[config.mk]
export PLATFORM = sky130hd
export DESIGN_NAME = selt_cell
export DESIGN_NICKNAME = d
export VERILOG_FILES = /design/src/rtl/selt_pkg.sv /design/src/rtl/selt_cell.sv
export SDC_FILE = /design/constraint.sdc
export NUM_CORES = 1
export LEC_CHECK = 0
export BUFFER_PORTS_ARGS = -buffer_cell sky130_fd_sc_hd__buf_2
export CELL_PAD_IN_SITES_DETAIL_PLACEMENT = 1
export CELL_PAD_IN_SITES_GLOBAL_PLACEMENT = 2
export CORE_MARGIN = 2
export CORE_UTILIZATION = 28
export CTS_CLUSTER_DIAMETER = 100
export DETAILED_ROUTE_END_ITERATION = 8
export HOLD_SLACK_MARGIN = 0.05
export PLACE_DENSITY = 0.81
export RECOVER_POWER = 50
export SKIP_CTS_REPAIR_TIMING = 1
export SLEW_MARGIN = 20
export SYNTH_ARGS = -nofsm -noshare
export SYNTH_HDL_FRONTEND = slang
export SYNTH_SLANG_ARGS = --single-unit
[constraint.sdc]
create_clock -name clock -period 6.9 [get_ports clock]
set_input_delay 0.69 -clock clock [delete_from_list [all_inputs] [get_ports clock]]
set_output_delay 0.69 -clock clock [all_outputs]
set_load 0.005 [all_outputs]
[src/rtl/selt_pkg.sv]
// Package with the types, sizes and codes of the shared/exclusive lock table.
`timescale 1ns / 1ps
package selt_pkg;

   localparam int ENTRIES   = 64;
   localparam int GATES     = 32;
   localparam int SHARE_MAX = 255;

   localparam int KEY_W  = 32;
   localparam int IDX_W  = $clog2(ENTRIES);
   localparam int CNT_W  = $clog2(SHARE_MAX + 1);
   localparam int GATE_W = (GATES > 1) ? $clog2(GATES) : 1;
   localparam int WAIT_W = 8;

   localparam logic [WAIT_W-1:0] WAIT_MAX = {WAIT_W{1'b1}};

   typedef enum logic [1:0] {
      OP_LOCK_EX   = 2'd0,
      OP_UNLOCK_EX = 2'd1,
      OP_LOCK_SH   = 2'd2,
      OP_UNLOCK_SH = 2'd3
   } op_type;

   typedef enum logic [2:0] {
      ST_DONE       = 3'd0,
      ST_BUSY       = 3'd1,
      ST_NOT_LOCKED = 3'd2,
      ST_FULL       = 3'd3,
      ST_SHARE_FULL = 3'd4
   } status_type;

   typedef enum logic [1:0] {
      S_IDLE,
      S_SCAN,
      S_DECIDE
   } state_type;

   // Lookup token that walks the cell row, collecting the first match and first free slot.
   typedef struct packed {
      logic             valid;
      logic [KEY_W-1:0] key;
      logic             hit;
      logic             hit_excl;
      logic [CNT_W-1:0] hit_cnt;
      logic [IDX_W-1:0] hit_idx;
      logic             free_seen;
      logic [IDX_W-1:0] free_idx;
   } probe_type;

   // Entry write broadcast to every cell; only the addressed cell takes it.
   typedef struct packed {
      logic             en;
      logic [IDX_W-1:0] idx;
      logic             valid;
      logic [KEY_W-1:0] key;
      logic             excl;
      logic [CNT_W-1:0] cnt;
   } upd_type;

endpackage

[src/rtl/selt_cell.sv]
// One lock entry cell: holds an entry and passes the lookup token to its neighbor.
`timescale 1ns / 1ps
module selt_cell (
   input  logic                    clock,
   input  logic                    reset,
   input  logic [selt_pkg::IDX_W-1:0] cell_idx,
   input  selt_pkg::probe_type     probe_in,
   input  selt_pkg::upd_type       upd,
   output selt_pkg::probe_type     probe_out
);
   import selt_pkg::*;

   logic             valid_ff, valid_in;
   logic [KEY_W-1:0] key_ff, key_in;
   logic             excl_ff, excl_in;
   logic [CNT_W-1:0] cnt_ff, cnt_in;
   probe_type        probe_ff, probe_in_nx;
   logic             match;

   always_comb begin
      match       = probe_in.valid && valid_ff && (key_ff == probe_in.key);
      probe_in_nx = probe_in;
      if (match && !probe_in.hit) begin
         probe_in_nx.hit      = 1'b1;
         probe_in_nx.hit_excl = excl_ff;
         probe_in_nx.hit_cnt  = cnt_ff;
         probe_in_nx.hit_idx  = cell_idx;
      end
      if (probe_in.valid && !valid_ff && !probe_in.free_seen) begin
         probe_in_nx.free_seen = 1'b1;
         probe_in_nx.free_idx  = cell_idx;
      end
   end

   always_comb begin
      valid_in = valid_ff;
      key_in   = key_ff;
      excl_in  = excl_ff;
      cnt_in   = cnt_ff;
      if (upd.en && (upd.idx == cell_idx)) begin
         valid_in = upd.valid;
         key_in   = upd.key;
         excl_in  = upd.excl;
         cnt_in   = upd.cnt;
      end
   end

   always_ff @(posedge clock) begin
      if (reset) begin
         valid_ff <= 1'b0;
         probe_ff <= '0;
      end else begin
         valid_ff <= valid_in;
         probe_ff <= probe_in_nx;
      end
   end

   always_ff @(posedge clock) begin
      key_ff  <= key_in;
      excl_ff <= excl_in;
      cnt_ff  <= cnt_in;
   end

   assign probe_out = probe_ff;

endmodule

==> metrics.txt <==
outcome=complete, but fails checks; failing checks=capacitance limit, slew limit; Crit Path Class=in2reg; Syn Nets=approximately 390; # rows=41; GRT met3 Usage=under 10%; register clock-pin slew on the reported worst setup and hold paths=around 70 ps; CP endpoint kind=flop; fin. max-slew vios=36; Seq/Total Area, Yosys=around two thirds; H-tree depth=3; PortBufs=around 170; Clk pwr share=between 40% and 50%; pre-CTS WS=roughly 4600 ps; Yosys cell types=20; wire length per cell=~15 µm; GRT Util Overall=between 10 and 15%; Setup WS post-layout=4140 ps; initial antenna violation count=1; clk sinks=98; Yosys top cell area share=between 30% and 40%; hold violation count in the final report=0; Psw=between 0.2 and 0.3 mW; # IOs=around 170; vias in the first global route=roughly 2900; Pre-antenna DRT Iters=4; nature of the critical path startpoint=input pin; Slew Limit Headroom=-15.7%; number of synthesized register bits=98; Ys Warns=0; slowest CP cell=clkbuf_1; final wirelength=~9.3 mm; met2 Usage GRT=between 20% and 30%; diode count=0; initial drt markers=117; GR peak layer=met2; via/cell ratio=about 4.3; CP Data Arrival Time=~2900 ps; critical-path maximum fanout=35; DIE WIDTH=about 120 µm; Remaining DRCs=0; max frequency=between 300 and 400 MHz; Max IR drop VDD=about 0.14 mV; Tot Pwr=around 1.3 mW; layout cell share with drive strength beyond 1=a little over two fifths; Final setup viols=0; grt total ovfl=0; CP Cell Sequence=clkbuf_1 -> clkbuf_1 -> nor2b_1; final worst-path cycle share=between 40% and 50%; DIE AREA=approximately 14000 µm²; core footprint=approximately 13000 µm²; Largest stage delay, worst path=between 1000 and 1500 ps; Hold Crit Class=in2reg; area grow syn2layout=38.0%; Switching Share=20.2%; cell repeated most along the worst path=clkbuf_1; GPL Wtd Cong=approximately 0.74; Clock Path Buffers=2; Starting Density=~29%; Synth Area per Inst=12.7 µm²; CTS Root Cell=clkbuf_16; synthesized area=3570 µm²; Synth area leaders=edfxtp_1 (34%), dfxtp_1 (32%), xnor2_1 (8.6%); Mapped Cells=280; setup TNS=0 ps; Reg power frac=48.7%; minimum clock period=~2800 ps; Gate power share=under 10%; cts bufs inserted=9; Setup Skew=~7 ps; area leader, netlist=edfxtp_1; first-pass GRT wire length=14.2 mm; largest net degree at the start of global routing=43; CTS tree=done; die height=between 100 and 150 µm; GR Util met1=between 15 and 20%; Worst-Skew Late Latency=340 ps; Leak=2.06 nW; Pint=slightly above 1 mW; antenna-violating nets left=0; RSZ-0062 raised after global routing=false; required time worst endpoint=approximately 7000 ps; worst hold slack=~520 ps; final instance area=a little under 5000 µm²; areal power density over the cells=263 nW/µm²; post-placement cell area=4630 µm²; nets=around 560; vias=about 2700; Post-DP HPWL=7.01 mm; Worst Max-Slew Pin Slew=1740 ps; Max Cap Viol=1
## state kept, by name, indices dropped and copies added (netlist names)
signal     count
key_ff        32
probe_out     56
excl_ff        1
cnt_ff         8
valid_ff       1
## worst max-delay path: cells and delay by family
family | cells | cell delay [ps]
simple gates | 1 | 150
buf+inv | 2 | 2050
## layout by cell type (no fill, tap or decap), drive strengths merged
| cell | count |
|---|---|
| nor2 | 10 |
| clkinv | 2 |
| inv | 16 |
| xor2 | 3 |
| clkinvlp | 1 |
| a31o | 15 |
| nand4 | 23 |
| clkbuf | 25 |
| dfxtp | 57 |
| bufinv | 3 |
| nor4 | 3 |
| a21oi | 16 |
| nor3 | 2 |
| nor3b | 1 |
| mux2i | 7 |
| nand3 | 2 |
| buf | 158 |
| a31oi | 1 |
| edfxtp | 41 |
| nor2b | 33 |
| xnor2 | 35 |
## area by class of cell
class | count | area (µm²)
inverter | 16 | 60.1
tap | 172 | 215
sequential | 98 | 2370
multi-input combinational | 151 | 1090
fill | 1466 | 7590
clock buffer | 10 | 229
timing repair buffer | 173 | 856
clock inverter | 6 | 106
## Yosys cell counts
cell type  number
nor4_2          1
dfxtp_1        57
nand3_1         2
buf_4           2
nor2b_1        33
xor2_1          3
inv_1          16
a31oi_1         1
xnor2_1        35
nor2_1         10
nor4_1          2
buf_2           6
nor3b_2         1
mux2i_1         7
nand4_1        23
clkbuf_1        7
a31o_2         15
a21oi_1        16
nor3_1          2
edfxtp_1       41
## path summary, 6_finish.rpt
kind,from,end,slack (ps),cells past startpoint
max,reset,probe_out[41]$_SDFF_PP0_,4140,3
max reg2reg,key_ff[18]$_DFFE_PP_,probe_out[20]$_SDFF_PP0_,4990,6
min reg2reg,cnt_ff[1]$_DFFE_PP_,probe_out[14]$_SDFF_PP0_,540,2
min,upd[14],key_ff[5]$_DFFE_PP_,520,1
## logic make-up (layout without fill, tap and decap cells)
group / after synthesis / in the layout / share of synthesized area [%]
buffers and inverters: 31 / 205 / 3.68
muxes: 7 / 7 / 1.96
DFF: 98 / 98 / 66.5
AOI/OAI and AO/OA: 32 / 32 / 6.10
and+or+nand+nor: 74 / 74 / 12.5
xor gates and xnor gates: 38 / 38 / 9.32
## stage by stage
step | instances | util, %
2_1_floorplan | 280 | -
3_3_place_gp | 609 | 36.8
3_5_place_dp | 610 | 37.0
4_1_cts | 626 | 39.7
5_1_grt | 626 | 39.3
6_report | 626 | 39.3
## power by group through the flow
stage	logic (mW)	clock network (mW)	registers, mW
finish	0.102	0.562	0.629
global route	0.115	0.607	0.631
CTS	0.107	0.582	0.630
detailed placement	0.107	0	0.643
global placement	0.103	0	0.642
floorplan	0.0375	0	0.645
## routing by layer
layer / vias to the layer above / share of wire, % / routed length [µm]
li1: 1307 / - / -
met5: - / 0 / 0
met2: 104 / 50 / 4630
met4: 0 / 2.0 / 185
met1: 1263 / 41 / 3800
met3: 11 / 7.5 / 701
Power figures use the tool's default switching activity.
