### config.mk
export PLATFORM = sky130hd
export DESIGN_NAME = selt_ctrl
export DESIGN_NICKNAME = d
export VERILOG_FILES = /design/src/rtl/selt_pkg.sv /design/src/rtl/selt_ctrl.sv
export SDC_FILE = /design/constraint.sdc
export NUM_CORES = 1
export LEC_CHECK = 0
export BUFFER_PORTS_ARGS = -buffer_cell sky130_fd_sc_hd__buf_2
export CAP_MARGIN = 10
export CORE_MARGIN = 8
export CORE_UTILIZATION = 30
export CTS_BUF_LIST = sky130_fd_sc_hd__clkbuf_4
export DETAILED_ROUTE_END_ITERATION = 10
export SLEW_MARGIN = 20
export SYNTH_ARGS = -nofsm -noshare
export SYNTH_HDL_FRONTEND = slang
export SYNTH_SLANG_ARGS = --single-unit
### constraint.sdc
create_clock -name clock -period 11.2 [get_ports clock]
set_input_delay 2.24 -clock clock [delete_from_list [all_inputs] [get_ports clock]]
set_output_delay 2.24 -clock clock [all_outputs]
set_load 0.01 [all_outputs]
### src/rtl/selt_pkg.sv
// Package with the types, sizes and codes of the shared/exclusive lock table.
`timescale 1ns / 1ps
package selt_pkg;

   localparam int ENTRIES   = 64;
   localparam int GATES     = 32;
   localparam int SHARE_MAX = 255;

   localparam int KEY_W  = 32;
   localparam int IDX_W  = $clog2(ENTRIES);
   localparam int CNT_W  = $clog2(SHARE_MAX + 1);
   localparam int GATE_W = (GATES > 1) ? $clog2(GATES) : 1;
   localparam int WAIT_W = 8;

   localparam logic [WAIT_W-1:0] WAIT_MAX = {WAIT_W{1'b1}};

   typedef enum logic [1:0] {
      OP_LOCK_EX   = 2'd0,
      OP_UNLOCK_EX = 2'd1,
      OP_LOCK_SH   = 2'd2,
      OP_UNLOCK_SH = 2'd3
   } op_type;

   typedef enum logic [2:0] {
      ST_DONE       = 3'd0,
      ST_BUSY       = 3'd1,
      ST_NOT_LOCKED = 3'd2,
      ST_FULL       = 3'd3,
      ST_SHARE_FULL = 3'd4
   } status_type;

   typedef enum logic [1:0] {
      S_IDLE,
      S_SCAN,
      S_DECIDE
   } state_type;

   // Lookup token that walks the cell row, collecting the first match and first free slot.
   typedef struct packed {
      logic             valid;
      logic [KEY_W-1:0] key;
      logic             hit;
      logic             hit_excl;
      logic [CNT_W-1:0] hit_cnt;
      logic [IDX_W-1:0] hit_idx;
      logic             free_seen;
      logic [IDX_W-1:0] free_idx;
   } probe_type;

   // Entry write broadcast to every cell; only the addressed cell takes it.
   typedef struct packed {
      logic             en;
      logic [IDX_W-1:0] idx;
      logic             valid;
      logic [KEY_W-1:0] key;
      logic             excl;
      logic [CNT_W-1:0] cnt;
   } upd_type;

endpackage

### src/rtl/selt_ctrl.sv
// Request controller: launches the lookup, finds the gate, decides and updates.
`timescale 1ns / 1ps
module selt_ctrl (
   input  logic                        clock,
   input  logic                        reset,
   input  logic                        start,
   output logic                        busy,
   input  logic [1:0]                  req_op,
   input  logic [selt_pkg::KEY_W-1:0]  req_resource_key,
   output selt_pkg::probe_type         launch,
   input  selt_pkg::probe_type         chain_out,
   output selt_pkg::upd_type           upd,
   output logic                        rsp_valid,
   output logic [2:0]                  rsp_status,
   output logic [selt_pkg::WAIT_W-1:0] rsp_woken_waiters
);
   import selt_pkg::*;

   state_type         state_ff, state_in;
   op_type            op_ff, op_in;
   logic [KEY_W-1:0]  key_ff, key_in;
   logic              got_ff, got_in;
   probe_type         res_ff, res_in;
   probe_type         launch_ff, launch_in;
   logic              rsp_valid_ff, rsp_valid_in;
   status_type        rsp_status_ff, rsp_status_in;
   logic [WAIT_W-1:0] rsp_woken_ff, rsp_woken_in;
   logic [WAIT_W-1:0] gate_ff [GATES];
   logic              gate_we;
   logic [WAIT_W-1:0] gate_wdata;
   logic [GATE_W-1:0] gate_idx;
   logic [WAIT_W-1:0] waiters;

   // The gate count is a power of two, so the gate is the low key bits.
   assign gate_idx = GATE_W'(key_ff % KEY_W'(GATES));
   assign waiters  = gate_ff[gate_idx];

   always_comb begin
      state_in      = state_ff;
      op_in         = op_ff;
      key_in        = key_ff;
      got_in        = got_ff;
      res_in        = res_ff;
      launch_in     = '0;
      rsp_valid_in  = 1'b0;
      rsp_status_in = rsp_status_ff;
      rsp_woken_in  = rsp_woken_ff;
      upd           = '0;
      gate_we       = 1'b0;
      gate_wdata    = '0;
      case (state_ff)
         S_IDLE: begin
            if (start) begin
               op_in         = op_type'(req_op);
               key_in        = req_resource_key;
               got_in        = 1'b0;
               launch_in.valid = 1'b1;
               launch_in.key   = req_resource_key;
               state_in      = S_SCAN;
            end
         end
         S_SCAN: begin
            if (chain_out.valid) begin
               got_in = 1'b1;
               res_in = chain_out;
            end
            if (got_ff) begin
               state_in = S_DECIDE;
            end
         end
         S_DECIDE: begin
            rsp_valid_in  = 1'b1;
            rsp_status_in = ST_DONE;
            rsp_woken_in  = '0;
            upd.key       = key_ff;
            case (op_ff)
               OP_LOCK_EX, OP_LOCK_SH: begin
                  if (!res_ff.hit) begin
                     if (!res_ff.free_seen) begin
                        rsp_status_in = ST_FULL;
                     end else begin
                        upd.en    = 1'b1;
                        upd.idx   = res_ff.free_idx;
                        upd.valid = 1'b1;
                        upd.excl  = (op_ff == OP_LOCK_EX);
                        upd.cnt   = (op_ff == OP_LOCK_EX) ? '0 : CNT_W'(1);
                     end
                  end else if ((op_ff == OP_LOCK_EX) || res_ff.hit_excl) begin
                     rsp_status_in = ST_BUSY;
                     if (waiters != WAIT_MAX) begin
                        gate_we    = 1'b1;
                        gate_wdata = waiters + 1'b1;
                     end
                  end else if (res_ff.hit_cnt >= CNT_W'(SHARE_MAX)) begin
                     rsp_status_in = ST_SHARE_FULL;
                  end else begin
                     upd.en    = 1'b1;
                     upd.idx   = res_ff.hit_idx;
                     upd.valid = 1'b1;
                     upd.cnt   = res_ff.hit_cnt + 1'b1;
                  end
               end
               OP_UNLOCK_EX: begin
                  if (!res_ff.hit || !res_ff.hit_excl) begin
                     rsp_status_in = ST_NOT_LOCKED;
                  end else begin
                     upd.en       = 1'b1;
                     upd.idx      = res_ff.hit_idx;
                     rsp_woken_in = waiters;
                     gate_we      = 1'b1;
                  end
               end
               OP_UNLOCK_SH: begin
                  if (!res_ff.hit || res_ff.hit_excl || (res_ff.hit_cnt == '0)) begin
                     rsp_status_in = ST_NOT_LOCKED;
                  end else begin
                     upd.en  = 1'b1;
                     upd.idx = res_ff.hit_idx;
                     if (res_ff.hit_cnt == CNT_W'(1)) begin
                        // Last sharer leaves: the entry is freed and the gate wakes.
                        rsp_woken_in = waiters;
                        gate_we      = 1'b1;
                     end else begin
                        upd.valid = 1'b1;
                        upd.cnt   = res_ff.hit_cnt - 1'b1;
                     end
                  end
               end
               default: begin
                  rsp_status_in = ST_NOT_LOCKED;
               end
            endcase
            state_in = S_IDLE;
         end
         default: begin
            state_in = S_IDLE;
         end
      endcase
   end

   always_ff @(posedge clock) begin
      if (reset) begin
         state_ff     <= S_IDLE;
         launch_ff    <= '0;
         rsp_valid_ff <= 1'b0;
         got_ff       <= 1'b0;
         for (int i = 0; i < GATES; i++) begin
            gate_ff[i] <= '0;
         end
      end else begin
         state_ff     <= state_in;
         launch_ff    <= launch_in;
         rsp_valid_ff <= rsp_valid_in;
         got_ff       <= got_in;
         if (gate_we) begin
            gate_ff[gate_idx] <= gate_wdata;
         end
      end
   end

   always_ff @(posedge clock) begin
      op_ff         <= op_in;
      key_ff        <= key_in;
      res_ff        <= res_in;
      rsp_status_ff <= rsp_status_in;
      rsp_woken_ff  <= rsp_woken_in;
   end

   assign busy              = (state_ff != S_IDLE);
   assign launch            = launch_ff;
   assign rsp_valid         = rsp_valid_ff;
   assign rsp_status        = rsp_status_ff;
   assign rsp_woken_waiters = rsp_woken_ff;

endmodule

==> impl_metrics.py, run 1 <==
metrics = {
    "status": {
        "status": "finished, final reports clean",
    },
    "clock_network": {
        "cts_sinks": 366,
        "clock_latency_ps": 780,
        "clockBufferDepth": 3,
        "htree_levels": 3,
        "cts-root-buf": "clkbuf_4",
        "cts_inserted_buffers": 94,
        "post_cts_buffers": 0,
        "clk_pin_slew_ps": 60,
        "cts_tree": "yes",
        "cts_hold_buffers": 0,
        "cts_resized": 0,
    },
    "power_and_ir_drop": {
        "intPower_uw": 2310,
        "p_comb_share_pct": 9.0,
        "seqPwrFrac_pct": 51.1,
        "power_density_nw_per_um2": 161,
        "swShare_pct": 24.2,
        "vdd_drop_max_mv": 0.0699,
        "p_clk_share_pct": 39.8,
        "p_sw_uw": 740,
        "power.leakage_uw": 0.00706,
        "power_uw": 3050,
    },
    "timing": {
        "worst_slew_pin_slew_ps": 1070,
        "clock_skew_ps": 45.2,
        "relSlewSlack_pct": 28.2,
        "setup_viol": 0,
        "fin_crit_sh_pct": 55.0,
        "tns_ps": 0,
        "rsz0062_at_grt": "false",
        "min_period_ps": 6160,
        "max_freq_mhz": 162,
        "slew_viol_final": 0,
        "hold_viol_final": 0,
    },
    "cells_and_area": {
        "finalNetCount": 1459,
        "drive_gt1_share_pct": 31.0,
        "area_growth_pct": 15.7,
    },
    "worst_setup_path": {
        "crit_type": "register to register",
        "worst_setup_path_start_kind": "register",
        "cp.required_ps": 11570,
        "rrSetupSlack_ps": 5040,
        "cp_max_fo": 31,
        "critPathArrivalTime_ps": 6530,
        "cp-end-kind": "register",
    },
    "route": {
        "wl_um": 43600,
        "vias": 10500,
        "wl_met1_um": 17400,
        "drt_iter0_drc": 845,
        "wl_per_cell_um": 20.5,
        "antenna_left": 0,
        "detail_route.vias_per_cell": 4.95,
        "wl_met2_um": 22500,
        "dr.pass1.iters": 5,
        "top_layer_used": "met4",
        "route.detailed.drc": 0,
        "wl_met3_um": 2560,
    },
    "placement": {
        "gp_congestion": 0.824,
        "io_buffer_count": 155,
        "hpwl_um": 28700,
    },
    "die": {
        "coreArea_um2": 53900,
        "std_cell_rows": 85,
        "dieArea_um2": 62300,
        "die_height_um": 250,
        "fp.dieW_um": 250,
        "start_util_pct": 30.3,
        "pin_count": 211,
    },
    "global_routing": {
        "antenna_found_initial": 2,
        "grt_overflow": 0,
        "grt_first_pass_wirelength_um": 65100,
        "track_usage_pct": 13.5,
        "grt_pass1_vias": 10800,
        "grt_max_degree": 43,
    },
    "yosys": {
        "yosysMostFrequentCell": "edfxtp_1",
        "synth_seq_cells": 366,
        "synth_cell_types": 64,
        "seq_area_frac_synth_pct": 64.6,
        "netlist.area_leader.share_pct": 59.5,
        "async_flop_share_pct": 0,
        "synth_warnings": 0,
        "synth_flop_cell": "edfxtp_1",
        "synth_edf_count": 324,
        "synthCells": 1182,
        "avgSynthCellArea_um2": 13.8,
        "yosys.area.top_type": "edfxtp_1",
        "synth_area_um2": 16400,
        "synthTopCellsByCount": "324 x edfxtp_1, 234 x nor2_1, 69 x and2_1",
        "ys_top_cells_by_area": "edfxtp_1 59%, mux4_2 9.1%, nor2_1 5.4%",
    },
    "min_path": {
        "hold_class": "register to register",
    },
    "job": {
        "maxCapViolations": 0,
    },
}
## metal layers
metal,global-route usage (%),vias up
met5,0,-
met4,5.47,0
met3,2.65,73
met2,23.4,363
met1,16.4,5333
li1,-,4778
## placed cells by master (no fill, tap or decap), drive strengths merged, types with 8 or more instances in the layout
master,instances
mux4,66
mux2i,30
edfxtp,324
a31oi,8
clkbuf,144
nand4,32
nand3,14
nor2,234
nand2b,35
nor3,61
nor2b,8
a211oi,10
clkinv,17
a22oi,9
conb,23
dfxtp,42
nand2,39
buf,169
and2,69
a21oi,11
inv,13
## power groups by stage
stage | combinational [uW] | sequential [uW] | clock (uW)
6_report | 276 | 1560 | 1220
5_1_grt | 293 | 1570 | 1310
4_1_cts | 275 | 1560 | 1240
3_5_place_dp | 274 | 1590 | 0
3_3_place_gp | 271 | 1590 | 0
2_1_floorplan | 202 | 1570 | 0
## critical path, stage by stage (launching register included)
cell	delay (ps)
dfxtp_4	590
buf_4	520
buf_4	610
mux4_2	420
mux2_2	310
o311ai_1	760
inv_1	220
ha_1	270
inv_1	110
a41oi_2	100
nand4_4	540
nand4_4	430
o21bai_1	830
## final timing paths
check,end,startpoint,cells past startpoint
min,state_ff[1],got_ff,2
max reg2reg,gate_ff[3][2],register,12
min reg2reg,state_ff[1],got_ff,2
max,gate_ff[3][2],register,12
## kinds of logic after synthesis
logic type / synth area share (%)
DFF: 64.6
and+or+nand+nor: 16.7
buffers and inverters: 3.91
adders and majority gates: 0.306
other: 0.0229
muxes: 11.3
AOI/OAI and AO/OA: 3.18
## sequential cells by signal (all words and copies together) (netlist names), named ones only
signal	cells
launch	33
state_ff	2
key_ff	32
gate_ff	256
rsp_woken_waiters	8
rsp_status	3
got_ff	1
rsp_valid	1
res_ff	23
op_ff	2
## metrics by stage
stage | cells | utilization [%] | instance area (um2) | hold WS [ps] | worst slack [ps]
after floorplan | 1204 | - | 16400 | 428 | 6840
after global placement | 1962 | 32.7 | 17600 | 440 | 5130
after detailed placement | 1962 | 32.7 | 17600 | 447 | 5050
after CTS | 2129 | 35.1 | 18900 | 452 | 4990
after global routing | 2131 | 35.1 | 18900 | 481 | 4650
final | 2131 | 35.1 | 18900 | 449 | 5040
## final cells by class
class | instances | area, um2
fillers | 5220 | 35000
clock inverters | 23 | 201
well taps | 696 | 871
multi-input cells | 718 | 5270
clock buffers | 144 | 1080
diodes | 2 | 5.00
inverters | 13 | 48.8
flip-flops and latches | 366 | 10600
repair buffers | 169 | 881
No activity file was read; power rests on OpenSTA's default activity.
==> inputs of run 2 (changes only) <==
Clock period 11.2 ns to 5.1 ns, I/O delays scaled along.
==> impl_metrics.py, run 2 (same netlist as run 1, synthesis figures left out) <==
metrics = {
    "cells_and_area": {
        "final_common_cell": "edfxtp_1",
        "multi_input_area_um2": 5260,
        "nFillCells": 5225,
        "regArea_um2": 10600,
        "drive_gt1_share_pct": 32.2,
        "fin_util_pct": 35.6,
        "fin_area_um2": 19200,
        "finalNetCount": 1497,
        "mostFrequentLayoutCells": "324 x edfxtp_1, 232 x nor2_1, 155 x buf_2, 140 x clkbuf_4, 68 x and2_1",
        "regMostFlops": "gate_ff",
        "largest_reg_flops": 256,
        "area_growth_pct": 17.5,
    },
    "worst_setup_path": {
        "crit_buf_inv": 5,
        "cp_top_family": "simple AND/OR/NAND/NOR gates",
        "cp_max_fo": 25,
        "worst_setup_path_start_kind": "register",
        "cp_slowest_cell": "dfxtp_4",
        "crit_type": "register to register",
        "critPathArrivalTime_ps": 4980,
        "cp-end-kind": "register",
        "cp.required_ps": 5470,
        "max_stage_delay_ps": 680,
        "cp_cell_sequence": "buf_4 -> buf_4 -> mux4_2 -> a31oi_1 -> o211ai_1 -> o311ai_1 -> inv_1 -> ha_1 -> inv_1 -> a41oi_2 -> nand4_4 -> buf_12 -> nand4_2 -> nand2b_1",
    },
    "timing": {
        "rsz0062_at_grt": "false",
        "fin_crit_sh_pct": 90.4,
        "fin_hold_ws_ps": 443,
        "clock_skew_ps": 33.7,
        "worst_slew_pin_slew_ps": 1060,
        "setup_viol": 0,
        "max_freq_mhz": 217,
        "hold_viol_final": 0,
        "slew_viol_final": 0,
        "setup_slack_ps": 492,
        "min_period_ps": 4610,
        "tns_ps": 0,
        "relSlewSlack_pct": 29.4,
    },
    "clock_network": {
        "htree_levels": 3,
        "clock_latency_ps": 760,
        "cts_tree": "yes",
        "cts_resized": 0,
        "cts_sinks": 366,
        "clk_pin_slew_ps": 70,
        "cts-root-buf": "clkbuf_4",
        "clockBufferDepth": 3,
        "post_cts_buffers": 0,
        "cts_inserted_buffers": 96,
        "cts_hold_buffers": 0,
    },
    "die": {
        "fp.dieW_um": 250,
        "die_height_um": 250,
        "std_cell_rows": 85,
        "start_util_pct": 30.3,
        "pin_count": 211,
        "coreArea_um2": 53900,
        "dieArea_um2": 62300,
    },
    "placement": {
        "io_buffer_count": 155,
        "placedInstanceArea_um2": 17900,
        "hpwl_um": 30700,
        "gp_congestion": 0.864,
        "place_ws_ps": 502,
    },
    "global_routing": {
        "grt_pass1_vias": 10900,
        "grt_first_pass_wirelength_um": 66400,
        "antenna_found_initial": 2,
        "grt_overflow": 0,
        "grt_max_degree": 40,
        "track_usage_pct": 13.8,
    },
    "route": {
        "wl_met1_um": 18000,
        "drt_iter0_drc": 764,
        "antenna_left": 0,
        "detail_route.vias_per_cell": 4.91,
        "wl_um": 44300,
        "vias": 10700,
        "route.detailed.drc": 0,
        "wl_met3_um": 2270,
        "dr.pass1.iters": 5,
        "top_layer_used": "met4",
        "wl_met2_um": 23100,
        "wl_per_cell_um": 20.4,
    },
    "power_and_ir_drop": {
        "power_density_nw_per_um2": 349,
        "vdd_drop_max_mv": 0.186,
        "power.leakage_uw": 0.00723,
    },
    "status": {
        "status": "finished, final reports clean",
    },
    "min_path": {
        "hold_class": "input pin to register",
    },
    "job": {
        "maxCapViolations": 0,
    },
}
run 2: cell count changes in the layout (fill, tap and decap cells not counted), moves of 2 or more:
cell and change:
buf_12 +2, clkinvlp_4 -2, buf_4 +34, clkinv_1 +9, clkbuf_4 -4, inv_2 +2
run 2: metal layers:
layer / global-route usage, % / vias up
li1: - / 4848
met1: 16.6 / 5390
met2: 24.2 / 347
met3: 2.73 / 71
met4: 4.97 / 0
met5: 0 / -
run 2: final cells by class:
cell class / count / share of cell area (%)
multi-input combinational: 718 / 27.4
sequential: 366 / 55.0
clock buffer: 140 / 5.47
clock inverter: 32 / 1.19
tap: 696 / 4.53
timing repair buffer: 205 / 6.12
inverter: 13 / 0.254
antenna: 2 / 0.0260
run 2: final timing paths:
kind / from / slack (ps) / to / cells after the start
hold reg to reg: got_ff / 460 / state_ff[1] / 2
setup reg to reg: register / 490 / gate_ff[17][0] / 14
setup / recovery: register / 490 / gate_ff[17][0] / 14
hold / removal: req_resource_key[9] / 440 / key_ff[9] / 1
run 2: stage by stage:
step	cells	power, uW
CTS	2170	6770
finish	2172	6700
floorplan	1204	3900
detailed placement	1998	4120
global placement	1998	4110
global route	2172	6960
run 2: report_power, final:
| part | switching (uW) | leakage, uW | internal (uW) |
|---|---|---|---|
| clock | 1190 | 0.000755 | 1460 |
| sequential | 73.9 | 0.00363 | 3370 |
| combinational | 366 | 0.00285 | 252 |
